--- src/hw/rtl/hfts_fifo.sv ---
`timescale 1ns / 1ps
// Small register-based FIFO, used between front and back and on the result side.
// Depends on nothing; width and depth come from parameters.
module hfts_fifo #(
   parameter int WIDTH     = 34,
   parameter int ADDR_BITS = 2
) (
   input  logic             clock,
   input  logic             reset,
   input  logic             push_i,
   input  logic [WIDTH-1:0] data_i,
   input  logic             pop_i,
   output logic [WIDTH-1:0] data_o,
   output logic             full_o,
   output logic             empty_o
);

   localparam int DEPTH = 1 << ADDR_BITS;

   logic [WIDTH-1:0]     slot_ff [DEPTH];
   logic [ADDR_BITS-1:0] wr_ptr_ff, wr_ptr_in;
   logic [ADDR_BITS-1:0] rd_ptr_ff, rd_ptr_in;
   logic [ADDR_BITS:0]   count_ff, count_in;
   logic                 do_push, do_pop;

   assign full_o  = (count_ff == (ADDR_BITS + 1)'(DEPTH));
   assign empty_o = (count_ff == '0);
   assign do_push = push_i && !full_o;
   assign do_pop  = pop_i && !empty_o;
   assign data_o  = slot_ff[rd_ptr_ff];

   always_comb begin
      wr_ptr_in = do_push ? wr_ptr_ff + ADDR_BITS'(1) : wr_ptr_ff;
      rd_ptr_in = do_pop ? rd_ptr_ff + ADDR_BITS'(1) : rd_ptr_ff;
      count_in  = count_ff + (ADDR_BITS + 1)'(do_push) - (ADDR_BITS + 1)'(do_pop);
   end

   always_ff @(posedge clock) begin
      if (reset) begin
         wr_ptr_ff <= '0;
         rd_ptr_ff <= '0;
         count_ff  <= '0;
      end else begin
         wr_ptr_ff <= wr_ptr_in;
         rd_ptr_ff <= rd_ptr_in;
         count_ff  <= count_in;
      end
   end

   always_ff @(posedge clock) begin
      if (do_push) begin
         slot_ff[wr_ptr_ff] <= data_i;
      end
   end

endmodule

--- config.mk ---
export PLATFORM = sky130hd
export DESIGN_NAME = hfts_fifo
export DESIGN_NICKNAME = d
export VERILOG_FILES = /design/src/hw/rtl/hfts_fifo.sv
export SDC_FILE = /design/constraint.sdc
export NUM_CORES = 1
export LEC_CHECK = 0
export BUFFER_PORTS_ARGS = -buffer_cell sky130_fd_sc_hd__buf_2
export CAP_MARGIN = 20
export CORE_MARGIN = 2
export CORE_UTILIZATION = 60
export CTS_CLUSTER_SIZE = 30
export DETAILED_ROUTE_END_ITERATION = 8
export GPL_TIMING_DRIVEN = 0
export HOLD_SLACK_MARGIN = 0.12
export PLACE_DENSITY = 0.83
export SLEW_MARGIN = 40
export SYNTH_ARGS = -nofsm -noshare
export SYNTH_HDL_FRONTEND = slang
export SYNTH_SLANG_ARGS = --single-unit
--- constraint.sdc ---
create_clock -name clock -period 6.5 [get_ports clock]
set_input_delay 0.325 -clock clock [delete_from_list [all_inputs] [get_ports clock]]
set_output_delay 0.325 -clock clock [all_outputs]
set_load 0.005 [all_outputs]
Word-level counts from Yosys, hierarchy flattened
Memories as Yosys holds them, arrays and structs flattened. A register that Yosys moved wholly into a read port is not among the register bits. Cells that the tools add are included.

Register bits: 7. RAM bits: 136. Bits of input ports: 38. Output and inout bits: 36. Memories: 1. Word-level logic and storage cells: 18.

Add/sub/neg operators: 4. Reductions and logical operators: 5. Mux-type cells: 4. Eq/ne operators: 1.

Memories: slot_ff (words 4, bits a word 34, read ports 1, clocked after Yosys merged registers in 1, write ports 1, RTL line 20) `logic [WIDTH-1:0] slot_ff [DEPTH];`.

Operators by type and width (count): 2-bit by 1-bit adder with 2-bit output (second input constant) (2); 2-bit 2-to-1 mux (2); 3-bit by 1-bit adder with 3-bit output (1); 3-bit equality test (second input constant) (1); 3-bit logical NOT (1); 3-bit by 1-bit subtractor with 3-bit output (1); 1-bit logical AND (2); 1-bit logical NOT (2); 1-bit 2-to-1 mux (2).

Logic depth before layout (Yosys ltp)
Gate-level depths: netlist of run 1.

Depth after elaboration: 5. Gate-level depth with buffers: 10. Gate-level depth less buffers: 10.

Least setup slack after synthesis of run 1
Ideal clock, no wire load.

Path type: reg2reg. Start: register count_ff[2]. End: register count_ff[2]. Stages on the path, launching flop included: 11. Arrival: 1.980 ns. Period minus slack after synthesis: 2.104 ns. Setup time: 0.125 ns. Setup slack: 4.396 ns. Required time: 6.375 ns. Buffers on the path: 0. Path through: dfxtp_1 nor3b_2 nor2_1 inv_1 ha_1 inv_1 ha_1 fa_1 xnor2_1 xnor2_1 nor2_1.

Cells in the longest elaborated chain, start to end: 5. Elaborated cells on any way between the ends: 8. Those cells by class: add/sub (2); eq/ne (1); reduce/logical (5).

Ends and longest elaborated chain: start, declared (RTL line 23) `logic [ADDR_BITS:0] count_ff, count_in;`; start signal, assigned (RTL line 46) `count_ff <= count_in;`; 3-bit equality test (RTL line 26) `assign full_o = (count_ff == (ADDR_BITS + 1)'(DEPTH));`; net full_o (RTL line 14) `output logic full_o,`; 1-bit logical NOT (RTL line 28) `assign do_push = push_i && !full_o;`; 1-bit logical AND (RTL line 28); 3-bit by 1-bit adder with 3-bit output (RTL line 35) `count_in = count_ff + (ADDR_BITS + 1)'(do_push) - (ADDR_BITS + 1)'(do_pop);`; 3-bit by 1-bit subtractor with 3-bit output (RTL line 35).

The timed path passes the listed nets, and every way through them passes these cells. A chain may end at the register's enable or synchronous reset.

Final worst setup path of run 1
Start: register count_ff[1]. End: register count_ff[2].

Cells in the longest elaborated chain, start to end: 5. Elaborated cells on any way between the ends: 8. Those cells by class: add/sub (2); eq/ne (1); reduce/logical (5).

Ends and longest elaborated chain (RTL line): 3-bit equality test (26); 1-bit logical NOT (28); 1-bit logical AND (28); 3-bit by 1-bit adder with 3-bit output (35); 3-bit by 1-bit subtractor with 3-bit output (*) (35).

Mark *: on every way between the ends. The rest lies on a longest branch, timed or not.

==> impl_summary.txt, run 1 <==
----------------------------------------------------
[Run status]
  Run status ... finished clean

[CTS]
  # Post-CTS Setup Buffers ... 0
  Depth of the CTS H-tree ... 4
  Later-pin clock latency in the skew report ... about 510 ps
  Clock slew at reported path FFs ... 60 ps
  CTS sink count ... about 150
  Clk root buf ... clkbuf_8
  CTS tree ... yes
  Number of clock buffers inserted by TritonCTS ... 17
  Max Root-Sink Buffers ... 2

[Route]
  Routed metal-1 wire length ... 3.668 mm
  Vias/cell ... 5.438
  Wire length after detailed routing ... slightly below 9 mm
  DR WL met2 ... approximately 4.6 mm
  Wirelength per Cell ... 18.48 microns
  Routed met3 length ... around 420 microns
  Highest signal layer in the routed design ... met4
  Detailed Routing Iterations Pass 1 ... 5
  Residual antenna-violating net count after detailed routing ... 0
  Vias ... 2583
  Number of DRC markers after the initial detailed-route iteration ... roughly 100
  Remaining DRCs ... 0

[Global routing]
  Antenna violations before repair ... 0
  Overall global routing resource usage ... 0.1970
  Via count of the first global-routing pass ... 2740
  First-pass GRT wire length ... 14.07 mm
  Pin count of the biggest net entering global routing ... 35
  Grt ovf ... 0

[Power and ir drop]
  Total power draw ... 2.704 mW
  Worst VDD drop ... 0.2561 mV
  Static leakage ... roughly 2.4 nW
  Power density cells ... 391.5 mW/mm^2

[STA]
  Setup-failing EPs final ... 0
  Setup repair after global routing missed its margin ... false
  Worst rel slew slack ... 0.6543
  Worst Max-Slew Pin Slew ... 518.6 ps
  Number of pins exceeding their max-slew limit in the final report ... 0
  Crit share post-route ... 0.3661
  Total Negative Setup Slacks ... 0 ps
  Worst Clk Skew ... 5.553 ps
  Min cycle time layout ... 2380 ps
  Hold Violations, Final ... 0
  Maximum frequency from static timing analysis ... between 0.4 and 0.5 GHz

[Hold path]
  Class of the worst hold path ... primary input to flop
  Number of cells on the worst hold path ... 2
  Hold path startpoint ... reset

[Synth]
  Most instantiated flip-flop cell in the synthesis netlist ... edfxtp_1
  Summed instance area of the synthesized netlist ... around 0.0054 sq mm
  Fraction of registers with async set/reset ... 0
  Total nets after synthesis ... approximately 270
  Synth warn ... 0
  Number of synthesized flops with an enable pin ... roughly 140
  Cell variety after synth ... 25
  Sequential fraction of the synthesis area ... 0.7843
  Average cell area after synthesis ... around 24 sq um
  Gate Count Post-Synth ... roughly 230
  Post-synthesis sequential element count ... 145

[Layout]
  Sequential cell area ... between 0.004 and 0.005 sq mm
  Fill count ... around 460
  Net count, final ... between 300 and 400
  Antenna Cells ... 0
  Layout cells sized above 1 ... 0.4005
  Synth-to-layout area growth ... 27.04%
  Multi-input gate area in the final layout ... roughly 0.0011 sq mm

[Setup path]
  Startpoint type of the worst setup path ... flop
  Worst path top cell family by delay ... adder cells
  CP Cell Sequence ... nor3b_2 > nor2_1 > inv_1 > ha_1 > inv_1 > ha_1 > fa_1 > xnor2_1 > xnor2_1 > nor2_1
  Arrival time at the worst endpoint ... 2770 ps
  Cell count of the worst reg-to-reg path ... 10
  Reg-to-Reg Start ... count_ff[1]
  Data required time of the worst path ... between 6000 and 7000 ps
  Bufs and invs on worst path ... 2
  Slowest cell on the critical path ... dfxtp_1
  Peak fanout along the critical path ... 6
  Worst reg2reg path endpoint ... count_ff[2]
  Stage delay of the slowest cell on the critical path ... about 460 ps
  Reg-to-reg setup timing slack ... between 4000 and 5000 ps
  Crit end category ... flop
  Type of the worst setup path ... flop to flop

[Die]
  Effective utilization at floorplan ... 0.6204
  Core outline area ... 0.008763 sq mm
  Die height ... ~99 microns
  I/O pin count ... 74
  Site row count ... 34
  DIE AREA ... about 0.0098 sq mm
  Die X-Extent ... about 99 microns

[Placed design]
  RD Place Congestion ... ~0.70
  Count of buffers from port buffering ... between 70 and 80
  Post-DP HPWL ... around 5.0 mm

[Run]
  Total of max-cap violations ... 0

----------------------------------------------------
-- cell type report --
type / instances / share of cell area
flip-flops and latches: 145 / 0.6174
multi-input cells: 67 / 0.1533
repair buffers: 106 / 0.1014
clock buffers: 18 / 0.06051
clock inverters: 14 / 0.02989
well taps: 108 / 0.01957
plain buffers: 9 / 0.01359
inverters: 8 / 0.004348
-- routing by layer --
layer,GRT usage,vias to the layer above
li1,-,1201
met1,0.2555,1309
met2,0.3212,64
met3,0.05622,9
met4,0.07798,0
met5,0,-
-- logic make-up after synthesis --
group,after synthesis,synth area share
multiplexers,35,0.1455
AO/OA/AOI/OAI,5,0.005984
adder cells (fa/ha/maj),7,0.01749
flip-flops,145,0.7843
buffers and inverters,17,0.02279
XOR/XNOR,3,0.004834
AND/OR/NAND/NOR,17,0.01910
-- stage by stage --
stage / util / cells / setup WS [ps] / instance area (sq um) / hold slack (ps)
3_5_place_dp: 0.6780 / 409 / 4118 / 5942 / 488.9
5_1_grt: 0.7881 / 475 / 3916 / 6907 / 179.6
2_1_floorplan: - / 229 / 4396 / 5436 / 423.9
6_report: 0.7881 / 475 / 4120 / 6907 / 154.3
4_1_cts: 0.7881 / 475 / 4087 / 6907 / 139.8
3_3_place_gp: 0.6769 / 409 / 3811 / 5932 / 479.8
-- power breakdown --
| group | internal [mW] | total [mW] | switching (mW) |
|---|---|---|---|
| logic | 0.303 | 0.543 | 0.240 |
| clock network | 0.630 | 1.01 | 0.376 |
| registers | 1.12 | 1.16 | 0.0317 |
-- timing repair --
item | CTS | global route
hold buffers | 34 | 0
gates resized for setup | 0 | 0
hold endpoints to repair | 136 | 0
-- worst max path at each step --
| stage | start | to | cells after the start |
|---|---|---|---|
| 2_1_floorplan | count_ff[2] | count_ff[2] | 10 |
| 4_1_cts | count_ff[1] | count_ff[2] | 10 |
| 3_5_place_dp | count_ff[1] | count_ff[2] | 10 |
| 6_report | count_ff[1] | count_ff[2] | 10 |
| 5_1_grt | count_ff[1] | count_ff[2] | 10 |
| 3_3_place_gp | count_ff[1] | slot_ff[0][6] | 3 |
-- cell usage after synthesis (2+ instances only) --
library cell / count / area share
o21ai_0: 2 / 0.0018
clkbuf_1: 2 / 0.0014
and2_1: 4 / 0.0046
buf_2: 3 / 0.0028
buf_12: 3 / 0.011
nor2_1: 4 / 0.0028
nor2b_1: 2 / 0.0023
dfxtp_1: 9 / 0.033
mux4_2: 30 / 0.12
mux4_1: 4 / 0.019
inv_1: 8 / 0.0055
xnor2_1: 2 / 0.0032
a21oi_1: 2 / 0.0018
or3_1: 2 / 0.0023
ha_1: 6 / 0.014
edfxtp_1: 136 / 0.75
nand2b_1: 2 / 0.0023
-- sequential cells by signal (all words and copies together) (netlist names), named ones only --
register / count
count_ff: 3
rd_ptr_ff: 2
slot_ff: 136
wr_ptr_ff: 2
-- layout by cell type, fill, tap and decap left out, types with 3 or more instances in the layout --
| cell | instances |
|---|---|
| clkinvlp_4 | 3 |
| nor2_1 | 4 |
| inv_1 | 8 |
| clkbuf_1 | 3 |
| edfxtp_1 | 136 |
| buf_2 | 75 |
| dlygate4sd3_1 | 34 |
| and2_4 | 4 |
| mux4_1 | 4 |
| dfxtp_1 | 9 |
| clkinv_4 | 4 |
| clkbuf_16 | 16 |
| mux4_2 | 30 |
| buf_12 | 3 |
| bufinv_16 | 4 |
| ha_1 | 6 |
Power figures use the tool's default switching activity.
==> run 2: changes to the inputs <==
--- a/config.mk
+++ b/config.mk
@@ -5,15 +5,16 @@
 export SDC_FILE = /design/constraint.sdc
 export NUM_CORES = 1
 export LEC_CHECK = 0
+export ABC_AREA = 1
 export BUFFER_PORTS_ARGS = -buffer_cell sky130_fd_sc_hd__buf_2
 export CAP_MARGIN = 20
 export CORE_MARGIN = 2
-export CORE_UTILIZATION = 60
+export CORE_UTILIZATION = 57
 export CTS_CLUSTER_SIZE = 30
 export DETAILED_ROUTE_END_ITERATION = 8
 export GPL_TIMING_DRIVEN = 0
 export HOLD_SLACK_MARGIN = 0.12
-export PLACE_DENSITY = 0.83
+export PLACE_DENSITY = 0.79
 export SLEW_MARGIN = 40
 export SYNTH_ARGS = -nofsm -noshare
 export SYNTH_HDL_FRONTEND = slang
==> constraint.sdc (replaced) <==
create_clock -name clock -period 2.25 [get_ports clock]
set_input_delay 0.1125 -clock clock [delete_from_list [all_inputs] [get_ports clock]]
set_output_delay 0.1125 -clock clock [all_outputs]
set_load 0.005 [all_outputs]
==> run 2 against run 1 <==
- clock skew grew 3.4 ps
- critical endpoint unchanged
- largest power group unchanged
- global-route usage increased by 4.2 points
- critical path type unchanged
- largest cell class unchanged
- synthesized cell count rose by 74%
==> impl_summary.txt, run 2 <==
----------------------------------------------------
[Run status]
  Run status ... finished clean

[CTS]
  Number of clock buffers inserted by TritonCTS ... 17 (unchanged)
  CTS sink count ... 145 (unchanged)
  Depth of the CTS H-tree ... 4 (unchanged)
  # Post-CTS Setup Buffers ... 0 (unchanged)
  CTS tree ... yes
  Later-pin clock latency in the skew report ... 530 ps (+20 ps)
  Clock slew at reported path FFs ... 60 ps (about the same)
  Max Root-Sink Buffers ... 2 (unchanged)
  Clk root buf ... clkbuf_8

[Die]
  Core outline area ... 0.009774 sq mm (+12%)
  I/O pin count ... 74 (unchanged)
  Die height ... 104.3 microns (+5.1%)
  DIE AREA ... 0.01088 sq mm (+11%)
  Site row count ... 36 (+5.9%)
  Effective utilization at floorplan ... 0.5865 (-0.03383)
  Die X-Extent ... 104.3 microns (+5.1%)

[Layout]
  Layout cells sized above 1 ... 0.3303 (-0.07025)
  Final cell count without fillers ... 681 (+43%)
  Antenna Cells ... 0 (unchanged)
  Net count, final ... 580 (+45%)
  Highest-count cells in the layout ignoring fill and taps ... edfxtp_1 (136), buf_2 (85), o21ai_0 (63), nor2_1 (58), dlygate4sd3_1 (37)
  Number of flip-flops in the largest register ... 136 (unchanged)
  Register with the most flip-flops ... slot_ff
  Post-Route Utilization ... 0.7647 (-0.02340)
  Registers with the highest flip-flop counts ... slot_ff x136, count_ff x3
  Final cell area excluding filler cells ... 0.007475 sq mm (+8.2%)
  Synth-to-layout area growth ... 30.38%
  Commonest non-fill, non-tap cell in the layout ... edfxtp_1

[Route]
  Wirelength per Cell ... 18.27 microns (-1.2%)
  Residual antenna-violating net count after detailed routing ... 0 (unchanged)
  Number of DRC markers after the initial detailed-route iteration ... 301 (+190%)
  Detailed Routing Iterations Pass 1 ... 5 (unchanged)
  Vias/cell ... 5.477 (+0.72%)
  Vias ... 3730 (+44%)
  Remaining DRCs ... 0 (unchanged)
  Wire length after detailed routing ... 12.44 mm (+42%)

[Setup path]
  Startpoint type of the worst setup path ... flop
  Cell count of the worst reg-to-reg path ... 9 (-1)
  Slowest cell on the critical path ... fa_1
  Reg-to-Reg Start ... count_ff[1]
  Peak fanout along the critical path ... 6 (unchanged)
  Worst reg2reg path endpoint ... count_ff[2]
  Crit end category ... flop
  Start point of the critical path ... count_ff[1]
  Stage delay of the slowest cell on the critical path ... 380 ps (-80 ps)
  Arrival time at the worst endpoint ... 2450 ps (-320 ps)
  Data required time of the worst path ... 2670 ps (-4220 ps)
  Reg-to-reg setup timing slack ... 230 ps (-3890 ps)
  Type of the worst setup path ... flop to flop
  CP Cell Sequence ... nor2_1 > nand2_1 > nand2_2 > ha_1 > inv_1 > ha_1 > fa_1 > a21oi_1 > nor2_1

[Placed design]
  DP Area ... 0.006515 sq mm (+9.6%)
  Post-DP HPWL ... 7.336 mm (+46%)
  # placed instances ... 612 (+50%)
  Count of buffers from port buffering ... 73 (+1.4%)
  RD Place Congestion ... 0.7197 (+2.4%)

[Synth]
  Post-synthesis sequential element count ... 145 (unchanged)
  Average cell area after synthesis ... 14.40 sq um (-39%)
  Most instantiated flip-flop cell in the synthesis netlist ... edfxtp_1
  Top-area cell type share of the netlist area ... 0.7124 (-0.03886)
  Most area-consuming cells after synthesis ... edfxtp_1 (71%), o21ai_0 (5.5%), o22ai_2 (4.4%)
  Total nets after synthesis ... 443 (+62%)
  Synth warn ... 0 (unchanged)
  Number of synthesized flops with an enable pin ... 136 (unchanged)
  Summed instance area of the synthesized netlist ... 0.005733 sq mm (+5.5%)
  List of most frequent post-synthesis cells ... edfxtp_1 (136), o21ai_0 (63), nor2_1 (62)
  Gate Count Post-Synth ... 398 (+74%)
  Cell variety after synth ... 21 (-16%)
  Sequential fraction of the synthesis area ... 0.7438 (-0.04057)
  Dominant cell type by area after synthesis ... edfxtp_1
  Count leader, synth ... edfxtp_1
  Fraction of registers with async set/reset ... 0 (unchanged)

[STA]
  Setup repair after global routing missed its margin ... false
  Min cycle time layout ... 2024 ps (-356.1 ps)
  Hold Violations, Final ... 0 (unchanged)
  Setup-failing EPs final ... 0 (unchanged)
  Number of pins exceeding their max-slew limit in the final report ... 0 (unchanged)
  Crit share post-route ... 0.8993 (+0.5333)
  Post-route worst hold slack ... 302.9 ps (+148.5 ps)
  Worst Max-Slew Pin Slew ... 366.5 ps (-152.1 ps)
  Worst Clk Skew ... 8.944 ps (+3.391 ps)
  Worst rel slew slack ... 0.7551 (+0.1008)
  Maximum frequency from static timing analysis ... 0.4942 GHz (+18%)

[Hold path]
  End point of the most critical hold path ... count_ff[1]
  Hold path startpoint ... reset
  Class of the worst hold path ... primary input to flop
  Number of cells on the worst hold path ... 3 (+1)

[Power and ir drop]
  Worst VDD drop ... 0.7619 mV (+200%)
  Static leakage ... 2.764 nW (+14%)
  Total power draw ... 8.251 mW (+210%)
  Power density cells ... 1104 mW/mm^2 (+180%)

[Global routing]
  Pin count of the biggest net entering global routing ... 19 (-46%)
  Overall global routing resource usage ... 0.2393 (+0.04232)
  First-pass GRT wire length ... 19.36 mm (+38%)
  GR Layer Usage met1 ... 0.2839 (+0.02840)
  Antenna violations before repair ... 0 (unchanged)
  Grt ovf ... 0 (unchanged)
  Met3 usage ... 0.06078 (+0.004558)
  Met2 track demand over resource ... 0.4108 (+0.08963)
  Routing layer with the top usage in global route ... met2
  Via count of the first global-routing pass ... 3808 (+39%)

[Run]
  Total of max-cap violations ... 0 (unchanged)

----------------------------------------------------
run 2: logic make-up (layout without fill, tap and decap cells):
logic type / Yosys count / count (layout) / synth area share
AND/OR/NAND/NOR: 98 / 98 / 0.07377
AO/OA/AOI/OAI: 107 / 107 / 0.1227
adder cells (fa/ha/maj): 7 / 7 / 0.01659
buffers and inverters: 41 / 191 / 0.04321
flip-flops: 145 / 145 / 0.7438
run 2: repair_timing:
action,4_1_cts,5_1_grt
resized for setup,0,1
endpoints found under the setup margin,0,2
endpoints found under the hold margin,145,0
hold buffers,37,0
run 2: metal layers:
metal  wire length [microns]  part of all wire
met2                    6689              0.54
met3                     713             0.057
met4                     244             0.020
met5                       0                 0
met1                    4792              0.39
run 2: worst max-delay path: cells and delay by family (launching register included):
kind	cells	cell delay, ps
adder cells (fa/ha/maj)	3	890
flip-flops	1	370
buffers and inverters	1	40
AND/OR/NAND/NOR	4	490
AO/OA/AOI/OAI	1	120
run 2: area by class of cell:
| cell class | count | area [sq um] |
|---|---|---|
| buffer | 21 | 167.7 |
| clock buffer | 17 | 414.1 |
| sequential | 145 | 4264 |
| tap | 133 | 166.4 |
| timing repair buffer | 118 | 955.9 |
| fill | 596 | 2300 |
| clock inverter | 15 | 172.7 |
| multi-input combinational | 212 | 1254 |
| inverter | 20 | 80.08 |
run 2: where the power goes:
group	total (mW)	internal (mW)	switching [mW]
clock	2.77	1.61	1.16
sequential	3.38	3.29	0.0974
combinational	2.09	0.878	1.21
total	8.25	5.78	2.47
run 2: how the worst max path moves through the flow:
stage          slack (ps)              to  cells past startpoint
5_1_grt                60     count_ff[2]                      9
6_report              230     count_ff[2]                      9
3_3_place_gp        -1390  slot_ff[3][17]                      4
4_1_cts                90     count_ff[2]                      9
2_1_floorplan        -270   slot_ff[0][0]                      4
3_5_place_dp          110     count_ff[2]                      9
run 2: through the flow:
stage               TNS (ps)  worst slack, ps
finish                     0            226.5
detailed placement         0            112.8
global route               0            55.78
CTS                        0            91.31
global placement     -181110            -1389
floorplan             -36460           -268.1
